--- src/hdl/lsms_pkg.sv ---
// Shared types and opcode constants for the load/store memory stage.
`default_nettype none
package lsms_pkg;

   localparam int ALU_W = 32;

   localparam logic [5:0] OP_LB = 6'h20;
   localparam logic [5:0] OP_LH = 6'h21;
   localparam logic [5:0] OP_LW = 6'h23;
   localparam logic [5:0] OP_SB = 6'h28;
   localparam logic [5:0] OP_SH = 6'h29;
   localparam logic [5:0] OP_SW = 6'h2B;

   localparam logic [31:0] MASK_TOP_BYTE   = 32'hFF00_0000;
   localparam logic [31:0] MASK_LOW_THREE  = 32'h00FF_FFFF;
   localparam logic [31:0] MASK_UPPER_HALF = 32'hFFFF_0000;
   localparam logic [31:0] MASK_LOWER_HALF = 32'h0000_FFFF;

   typedef struct packed {
      logic [5:0]  opcode;
      logic [1:0]  byte_offset;
      logic [31:0] alu_result;
      logic [4:0]  dest_reg;
      logic [31:0] reg_value;
      logic        mem_read_flag;
      logic        move_ctrl;
   } req_type;

   typedef struct packed {
      logic [5:0]  opcode_out;
      logic        mem_read_out;
      logic        move_ctrl_out;
      logic [4:0]  dest_reg_out;
      logic [31:0] reg_value_out;
      logic [31:0] data_out;
   } rsp_type;

   // Outcome of one instruction: memory write and the new held result fields.
   typedef struct packed {
      logic        wr_en;
      logic [31:0] wr_data;
      logic [4:0]  dest_reg;
      logic [31:0] reg_value;
      logic [31:0] data;
   } lane_result_type;

endpackage
`default_nettype wire

--- src/hdl/lsms_lane_unit.sv ---
// Lane selection for loads and read-modify-write merging for stores.
`default_nettype none
module lsms_lane_unit
   import lsms_pkg::*;
(
   input  wire req_type         req,
   input  wire logic [31:0]     word,
   input  wire rsp_type         held,
   output lane_result_type      result
);

   always_comb begin
      logic [7:0]  byte_in;
      logic [15:0] half_in;
      byte_in = req.reg_value[7:0];
      half_in = req.reg_value[15:0];

      result.wr_en     = 1'b0;
      result.wr_data   = word;
      result.dest_reg  = held.dest_reg_out;
      result.reg_value = held.reg_value_out;
      result.data      = held.data_out;

      case (req.opcode)
         OP_LB: begin
            result.dest_reg = req.dest_reg;
            case (req.byte_offset)
               2'd0:    result.data = (word & MASK_TOP_BYTE) >> 24;
               2'd1:    result.data = {24'd0, word[23:16]};
               2'd2:    result.data = {24'd0, word[15:8]};
               default: result.data = {24'd0, word[7:0]};
            endcase
         end
         OP_LH: begin
            result.dest_reg = req.dest_reg;
            // Lanes 2 and 3 are not halfword lanes; the data stays as it was.
            if (req.byte_offset == 2'd0) begin
               result.data = (word & MASK_UPPER_HALF) >> 16;
            end else if (req.byte_offset == 2'd1) begin
               result.data = word & MASK_LOWER_HALF;
            end
         end
         OP_LW: begin
            result.dest_reg = req.dest_reg;
            result.data     = word;
         end
         OP_SB: begin
            result.wr_en = 1'b1;
            case (req.byte_offset)
               2'd0:    result.wr_data = (word & MASK_LOW_THREE) | {byte_in, 24'd0};
               2'd1:    result.wr_data = {word[31:24], byte_in, word[15:0]};
               2'd2:    result.wr_data = {word[31:16], byte_in, word[7:0]};
               default: result.wr_data = {word[31:8], byte_in};
            endcase
         end
         OP_SH: begin
            if (req.byte_offset == 2'd0) begin
               result.wr_en   = 1'b1;
               result.wr_data = (word & MASK_LOWER_HALF) | {half_in, 16'd0};
            end else if (req.byte_offset == 2'd1) begin
               result.wr_en   = 1'b1;
               result.wr_data = (word & MASK_UPPER_HALF) | {16'd0, half_in};
            end
         end
         OP_SW: begin
            result.wr_en   = 1'b1;
            result.wr_data = req.reg_value;
         end
         default: begin
            result.dest_reg  = req.dest_reg;
            result.reg_value = req.reg_value;
            result.data      = req.alu_result;
         end
      endcase
   end

endmodule
`default_nettype wire

--- config.mk ---
export PLATFORM = sky130hd
export DESIGN_NAME = lsms_lane_unit
export DESIGN_NICKNAME = d
export VERILOG_FILES = /design/src/hdl/lsms_pkg.sv /design/src/hdl/lsms_lane_unit.sv
export SDC_FILE = /design/constraint.sdc
export NUM_CORES = 1
export LEC_CHECK = 0
export BUFFER_PORTS_ARGS = -buffer_cell sky130_fd_sc_hd__buf_2
export CAP_MARGIN = 20
export CORE_AREA = 2 2 112 114
export DETAILED_ROUTE_END_ITERATION = 7
export DIE_AREA = 0 0 114 116
export GPL_ROUTABILITY_DRIVEN = 0
export GPL_TIMING_DRIVEN = 0
export PLACE_DENSITY = 0.67
export SYNTH_ARGS = -nofsm -noshare
export SYNTH_HDL_FRONTEND = slang
export SYNTH_SLANG_ARGS = --single-unit
--- constraint.sdc ---
create_clock -name vclk -period 4.7
set_input_delay 1.41 -clock vclk [all_inputs]
set_output_delay 1.41 -clock vclk [all_outputs]
set_load 0.005 [all_outputs]
# --- After elaboration in Yosys (flattened, before gate mapping) ---
# Index checks and enable logic that the tools add are counted.
totals:
  inputBits: 188
  output_inout_bits: 102
  ff_bits: 0
classes:
  n_eq_ne: 8
  n_mux: 10
  n_reduce_logical: 3
  n_bitwise: 3
ops:
  columns: ["cell", "n"]
  rows:
  - ["one-hot mux 32 bit (4 select lines)", 1]
  - ["one-hot mux 33 bit (3 select lines)", 1]
  - ["two-way mux 32 bit", 3]
  - ["one-hot mux 32 bit (3 select lines)", 1]
  - ["two-way mux 33 bit", 2]
  - ["equality test 6 bit (second input constant)", 6]
  - ["bitwise OR 16 x 32 -> 32 bit", 1]
  - ["bitwise OR 24 x 32 -> 32 bit", 1]
  - ["bitwise OR 32 x 16 -> 32 bit", 1]
  - ["one-hot mux 8 bit (3 select lines)", 1]
  - ["OR reduction 6 bit", 1]
  - ["two-way mux 5 bit", 1]
  - ["OR reduction 3 bit", 1]
  - ["equality test 2 x 1 -> 1 bit (second input constant)", 1]
  - ["equality test 2 bit (second input constant)", 1]
  - ["logical NOT 2 bit", 1]

# --- Logic depth before layout (Yosys ltp) ---
# Gate-level depths: netlist (run 1).
depth:
  word_depth: 4
  mapped_depth: 7
  depth_no_buf: 4

# --- Worst setup path after synthesis (run 1) ---
# OpenSTA, ideal clock, no wires.
synth_path:
  kind: "input port to output port"
  from: "in req[73] (netlist name)"
  to: "out result[86] (netlist name)"
  slack_ps: 789
  path_buffers: 3
  path_stages: 7
  arrival_time_ps: 2501
  cell_sequence: "buf_4 -> and2_4 -> buf_6 -> and2_1 -> buf_4 -> o2bb2ai_1 -> a221o_1"
synth_lines:
  columns: ["item", "line", "rtl"]
  rows:
  - ["start: declaration", "lsms_lane_unit.sv:6", "input wire req_type req,"]
  - ["end: declaration", "lsms_lane_unit.sv:9", "output lane_result_type result"]

==> results of run 1 <==
tightest hold or removal path: cells and delay by family:
family        cells  cell delay (ns)
simple gates      2             0.09
buf+inv           2             0.17
cell type report:
type / count / area [sq um] / share of cell area (%)
tap: 147 / 184 / 4.23
timing repair buffer: 280 / 1400 / 32.2
buffer: 36 / 264 / 6.07
inverter: 9 / 33.8 / 0.777
multi-input combinational: 313 / 2470 / 56.7
where the power goes:
part | internal, W | switching, W | total (W) | leakage [nW]
clock | 0 | 0 | 0 | 0
sequential | 0 | 0 | 0 | 0
combinational | 0.000183 | 0.000184 | 0.000367 | 2.34
total | 0.000183 | 0.000184 | 0.000367 | 2.34
cells by family (layout without fill, tap and decap cells):
logic type,Yosys count,after routing,synth area share (%)
AO/OA/AOI/OAI,159,159,42.6
AND/OR/NAND/NOR,86,86,16.6
multiplexers,67,67,29.7
buffers and inverters,45,325,10.8
XOR/XNOR,1,1,0.317
through the flow:
step | instance area [sq um] | total power, W | utilization (%) | cells | hold slack (ns)
2_1_floorplan | 2760 | 0.000161 | - | 358 | 2.90
5_1_grt | 4350 | 0.000395 | 36.5 | 785 | 3.09
3_5_place_dp | 4350 | 0.000366 | 36.5 | 785 | 3.07
3_3_place_gp | 4350 | 0.000363 | 36.5 | 785 | 3.07
6_report | 4350 | 0.000367 | 36.5 | 785 | 3.07
4_1_cts | 4350 | 0.000367 | 36.5 | 785 | 3.07
layer usage:
layer | routed length (microns) | share of wire (%)
met1 | 6940 | 39
met2 | 8910 | 51
met3 | 1610 | 9.1
met4 | 168 | 0.95
met5 | 0 | 0
placed cells by master, fill, tap and decap left out, types with 2 or more instances in the layout:
cell,netlist,routed
sky130_fd_sc_hd__a21boi_0,6,6
sky130_fd_sc_hd__a21o_1,23,23
sky130_fd_sc_hd__a21oi_1,27,27
sky130_fd_sc_hd__a221o_1,3,3
sky130_fd_sc_hd__a222oi_1,8,8
sky130_fd_sc_hd__a22o_1,22,22
sky130_fd_sc_hd__a22oi_1,24,24
sky130_fd_sc_hd__a2bb2oi_1,6,6
sky130_fd_sc_hd__a31o_2,2,2
sky130_fd_sc_hd__a32oi_1,8,8
sky130_fd_sc_hd__and2_1,4,4
sky130_fd_sc_hd__and2_4,2,2
sky130_fd_sc_hd__buf_2,12,292
sky130_fd_sc_hd__buf_4,8,8
sky130_fd_sc_hd__buf_6,11,11
sky130_fd_sc_hd__clkbuf_1,4,4
sky130_fd_sc_hd__inv_1,8,8
sky130_fd_sc_hd__mux2_2,40,40
sky130_fd_sc_hd__mux2i_1,19,19
sky130_fd_sc_hd__mux4_2,8,8
sky130_fd_sc_hd__nand2_1,44,44
sky130_fd_sc_hd__nand2_2,2,2
sky130_fd_sc_hd__nand2b_1,2,2
sky130_fd_sc_hd__nand3_1,8,8
sky130_fd_sc_hd__nor2_1,6,6
sky130_fd_sc_hd__nor2b_1,9,9
sky130_fd_sc_hd__o21ai_0,17,17
sky130_fd_sc_hd__o21ai_1,2,2
sky130_fd_sc_hd__o21ai_2,2,2
sky130_fd_sc_hd__o2bb2ai_1,2,2
sky130_fd_sc_hd__or2_2,2,2
how the worst min path moves through the flow:
stage             start          to  cells past startpoint
2_1_floorplan   req[50]  result[11]                      2
3_3_place_gp   held[68]  result[68]                      4
3_5_place_dp   held[68]  result[68]                      4
4_1_cts        held[68]  result[68]                      4
5_1_grt        held[23]  result[23]                      3
6_report       held[68]  result[68]                      4
==> reports/qor_table.md, run 1 <==
| Item | Reported | Unit |
|---|---|---|
| Share of Yosys cell area claimed by the top area cell type | 16.3 | % |
| Total track usage | 24.1 | % |
| Area taken by flip-flops and latches | 0 | sq um |
| Cell class contributing the biggest share of worst-path delay | buffers and inverters | - |
| Arr. time, crit path | 3.09 | ns |
| Total congestion overflow | 0 | - |
| Achievable clock frequency | 222 | MHz |
| Worst slew margin | 53.4 | % |
| Capture point of the critical path | result[53] | - |
| Met1 track utilization from global routing | 29.5 | % |
| DP Wirelength | 14.5 | mm |
| Number of instances in the synthesized netlist | 358 | - |
| Critical setup path kind | in -> out | - |
| Cell area power density | 84.5 | mW/mm^2 |
| Fillers | 1341 | - |
| Number of port buffers | 280 | - |
| Ranking of synthesized cells by instance count | sky130_fd_sc_hd__nand2_1 (44), sky130_fd_sc_hd__mux2_2 (40), sky130_fd_sc_hd__a21oi_1 (27), sky130_fd_sc_hd__a22oi_1 (24), sky130_fd_sc_hd__a21o_1 (23) | - |
| Total count of max-transition violations in the final report | 0 | - |
| Crit. End Element | primary output | - |
| Final sequential cell count | 0 | - |
| Launch point of the critical path | req[73] | - |
| Wire length of the first global-routing pass | 23.8 | mm |
| Most frequent cell after synthesis | sky130_fd_sc_hd__nand2_1 | - |
| Critical Path Start Type | input port | - |
| CP max-delay cell | sky130_fd_sc_hd__buf_2 | - |
| Post-CTS sizing | 0 | - |
| CP required | 3.29 | ns |
| Post-Route Setup TNS | 0 | ns |
| ANT nets after route | 0 | - |
| Number of vias in the routed layout | 4250 | - |
| Fraction of met2 tracks used by global routing | 45.5 | % |
| Static leakage power | 2.34 | nW |
| First-pass iteration count of the detailed router | 6 | - |
| Post-CTS Setup Bufs | 0 | - |
| Antenna violations before repair | 0 | - |
| Detailed router's first-iteration violation count | 298 | - |
| Cell types with the largest area share after synthesis | sky130_fd_sc_hd__mux2_2 (16%), sky130_fd_sc_hd__a22o_1 (7.0%), sky130_fd_sc_hd__mux2i_1 (6.9%) | - |
| Max-cap violations | 0 | - |
| Vias in the first global route | 3947 | - |
| Die X | 114 | microns |
| Final routed wirelength across all metal layers | 17.6 | mm |
| Path length in cells of the critical path | 6 | - |
| Synth-to-Final Area Change | 57.4 | % |
| Cell row count | 40 | - |
| GRT Max-Usage Layer | met2 | - |
| Worst Path Max Fanout | 10 | - |
| Shortest period the worst path allows | 4.50 | ns |
| Ordered list of cells on the worst path | buf_2 -> nand2b_1 -> nand3_1 -> buf_2 -> mux2_2 -> buf_2 | - |
| Worst voltage drop across the vdd grid | 0.0289 | mV |
| Top-Level Pins | 290 | - |
| Count of hold buffers inserted by post-cts repair | 0 | - |
| Least-Margin Pin Slew | 0.699 | ns |
| Setup repair after global routing missed its margin | no | - |
| Full die area | 0.0132 | sq mm |
| Average wire length per cell after detail routing | 22.5 | microns |
| Number of remaining DRC errors | 0 | - |
| Met3 layer usage reported by global route | 3.66 | % |
| Min setup slack post-route | 0.201 | ns |
| Setup violation total in the final timing report | 0 | - |
| Number of hold violations in the final report | 0 | - |
| Initial Util | 23.2 | % |
| Share of synthesized area occupied by flip-flops and latches | 0 | % |
| Fin nets | 828 | - |
| Synthesized area | 0.00276 | sq mm |
| Avg Synthesized Cell Area | 7.72 | sq um |
| Antenna fix cells | 0 | - |
| Core footprint | 0.0119 | sq mm |
| Share of layout cells above drive strength 1 | 59.1 | % |
| Pre-CTS worst setup slack | 0.201 | ns |
| Via-to-Cell Ratio | 5.41 | - |
| Pin count of the biggest net entering global routing | 11 | - |
| Yosys top cell by area | sky130_fd_sc_hd__mux2_2 | - |
| Clock buffer cells | 0 | - |
| Synthesis warning total | 0 | - |
| Die Ht | 116 | microns |
| Buffer and inverter count on the worst path | 3 | - |
| Post-synth net total | 546 | - |
| Path class of the lowest-slack min-delay path | in -> out | - |
| Worst path max stage delay | 0.44 | ns |
| Critical Path Most Common Cell | sky130_fd_sc_hd__buf_2 | - |
| Unique cell type count in the Yosys netlist | 48 | - |
| Result of the run | complete, no violations | - |
| Post-route fraction of the period consumed by the critical path | 95.7 | % |
Note: power is estimated with default switching activity, not from simulation.
==> run 2: changes to the inputs <==
RECOVER_POWER = 50   (was not set)
==> reports/qor_table.md, run 2 (synthesized netlist as in run 1, its figures left out) <==
| Item | Reported | Unit | vs previous |
|---|---|---|---|
| Post-Route Setup TNS | 0 | ns | unchanged |
| Wire length of the first global-routing pass | 23.8 | mm | unchanged |
| Number of remaining DRC errors | 0 | - | unchanged |
| Internal Dissipation | 0.000178 | W | was 0.000183 W |
| Worst slew margin | 54.6 | % | was 53.4% |
| Least-Margin Pin Slew | 0.676 | ns | was 0.699 ns |
| Count of hold buffers inserted by post-cts repair | 0 | - | unchanged |
| Antenna violations before repair | 0 | - | unchanged |
| Total count of max-transition violations in the final report | 0 | - | unchanged |
| Worst path max stage delay | 0.36 | ns | was 0.44 ns |
| Share of layout cells above drive strength 1 | 54.1 | % | was 59.1% |
| Setup violation total in the final timing report | 0 | - | unchanged |
| Part of the total power dissipated in combinational logic | 100.0 | % | about the same |
| Die X | 114 | microns | unchanged |
| Vias in the first global route | 3947 | - | unchanged |
| CP required | 3.29 | ns | about the same |
| Path class of the lowest-slack min-delay path | in -> out | - | unchanged |
| Achievable clock frequency | 222 | MHz | about the same |
| Pre-CTS worst setup slack | 0.201 | ns | unchanged |
| Number of hold violations in the final report | 0 | - | unchanged |
| Relative contribution of sequential cells to total power | 0 | % | about the same |
| Cell class contributing the biggest share of worst-path delay | buffers and inverters | - | unchanged |
| Worst voltage drop across the vdd grid | 0.0286 | mV | was 0.0289 mV |
| Number of vias in the routed layout | 4247 | - | was 4250 |
| Antenna fix cells | 0 | - | unchanged |
| Portion of total power attributed to the clock network | 0 | % | about the same |
| Cell area power density | 84.4 | mW/mm^2 | was 84.5 mW/mm^2 |
| Arr. time, crit path | 3.09 | ns | about the same |
| Switching power share of the total | 50.8 | % | was 50.2% |
| Critical Path Most Common Cell | sky130_fd_sc_hd__clkbuf_1 | - | was sky130_fd_sc_hd__buf_2 |
| Critical Path Start Type | input port | - | unchanged |
| Total track usage | 24.1 | % | unchanged |
| Final sequential cell count | 0 | - | unchanged |
| ANT nets after route | 0 | - | unchanged |
| DP Wirelength | 14.5 | mm | unchanged |
| CP max-delay cell | sky130_fd_sc_hd__nor4bb_1 | - | was sky130_fd_sc_hd__buf_2 |
| Post-CTS sizing | 0 | - | unchanged |
| Detailed router's first-iteration violation count | 332 | - | was 298 |
| Setup repair after global routing missed its margin | no | - | unchanged |
| Worst Path Max Fanout | 10 | - | unchanged |
| Full die area | 0.0132 | sq mm | unchanged |
| Pin count of the biggest net entering global routing | 11 | - | unchanged |
| Clock buffer cells | 0 | - | unchanged |
| Ordered list of cells on the worst path | clkbuf_1 -> nor4bb_1 -> buf_6 -> nand2_2 -> clkbuf_1 -> a21oi_1 -> a2bb2oi_1 -> buf_2 | - | was buf_2 -> nand2b_1 -> nand3_1 -> buf_2 -> mux2_2 -> buf_2 |
| Cell row count | 40 | - | unchanged |
| Min setup slack post-route | 0.201 | ns | about the same |
| Die Ht | 116 | microns | unchanged |
| Crit. End Element | primary output | - | unchanged |
| Max-cap violations | 0 | - | unchanged |
| Via-to-Cell Ratio | 5.41 | - | about the same |
| Shortest period the worst path allows | 4.50 | ns | about the same |
| Most used cells in the layout excluding fill and tap cells | sky130_fd_sc_hd__buf_2 (263), sky130_fd_sc_hd__nand2_1 (44), sky130_fd_sc_hd__mux2_2 (40) | - | was sky130_fd_sc_hd__buf_2 (292), sky130_fd_sc_hd__nand2_1 (44), sky130_fd_sc_hd__mux2_2 (40) |
| Fin nets | 828 | - | unchanged |
| Total congestion overflow | 0 | - | unchanged |
| Initial Util | 23.2 | % | unchanged |
| Top-Level Pins | 290 | - | unchanged |
| Result of the run | complete, no violations | - | unchanged |
| Critical setup path kind | in -> out | - | unchanged |
| Average wire length per cell after detail routing | 22.4 | microns | was 22.5 microns |
| Area taken by flip-flops and latches | 0 | sq um | unchanged |
| First-pass iteration count of the detailed router | 5 | - | was 6 |
| Post-CTS Setup Bufs | 0 | - | unchanged |
| Met3 layer usage reported by global route | 3.66 | % | unchanged |
| GRT Max-Usage Layer | met2 | - | unchanged |
| P_sw | 0.000183 | W | was 0.000184 W |
| Fraction of met2 tracks used by global routing | 45.5 | % | unchanged |
| Number of port buffers | 280 | - | unchanged |
| Synth-to-Final Area Change | 54.6 | % | was 57.4% |
| Most frequent standard cell in the layout excluding fill and tap cells | sky130_fd_sc_hd__buf_2 | - | unchanged |
| Met1 track utilization from global routing | 29.5 | % | unchanged |
| Core footprint | 0.0119 | sq mm | unchanged |
| Post-route fraction of the period consumed by the critical path | 95.7 | % | about the same |
| Buffer and inverter count on the worst path | 4 | - | was 3 |
| Final routed wirelength across all metal layers | 17.6 | mm | about the same |
| Static leakage power | 2.25 | nW | was 2.34 nW |
run 2: cell count changes in the layout (fill, tap and decap cells not counted), moves of 2 or more:
cell                       delta
sky130_fd_sc_hd__and2_0       +2
sky130_fd_sc_hd__clkbuf_2     +3
sky130_fd_sc_hd__buf_1        +2
sky130_fd_sc_hd__buf_2       -29
sky130_fd_sc_hd__buf_4        -2
sky130_fd_sc_hd__clkbuf_1    +27
run 2: metal layers:
layer / routed length (microns) / up-vias
met5: 0 / -
met4: 275 / 0
met3: 1680 / 21
met2: 8790 / 298
met1: 6870 / 1961
li1: - / 1967
run 2: worst paths after layout:
path,start,endpoint,slack (ns),cells after the start
setup / recovery,req[77],result[96],0.20,8
hold / removal,held[68],result[68],3.07,4
run 2: cell type report:
cell class,count,area [sq um]
repair buffers,280,1370
well taps,147,184
fillers,1353,7640
multi-input cells,313,2440
inverters,9,33.8
plain buffers,36,249
run 2: through the flow:
| stage | area [sq um] | hold WS (ns) | power [W] | cells | util, % |
|---|---|---|---|---|---|
| floorplan | 2760 | 2.90 | 0.000161 | 358 | - |
| global placement | 4350 | 3.07 | 0.000363 | 785 | 36.5 |
| detailed placement | 4350 | 3.07 | 0.000366 | 785 | 36.5 |
| CTS | 4350 | 3.07 | 0.000367 | 785 | 36.5 |
| global route | 4270 | 3.09 | 0.000389 | 785 | 35.9 |
| finish | 4270 | 3.07 | 0.000361 | 785 | 35.9 |
run 2: power groups by stage:
stage,combinational (W),clock [W],sequential (W)
after floorplan,0.000161,0,0
after global placement,0.000363,0,0
after detailed placement,0.000366,0,0
after CTS,0.000367,0,0
after global routing,0.000389,0,0
final,0.000361,0,0
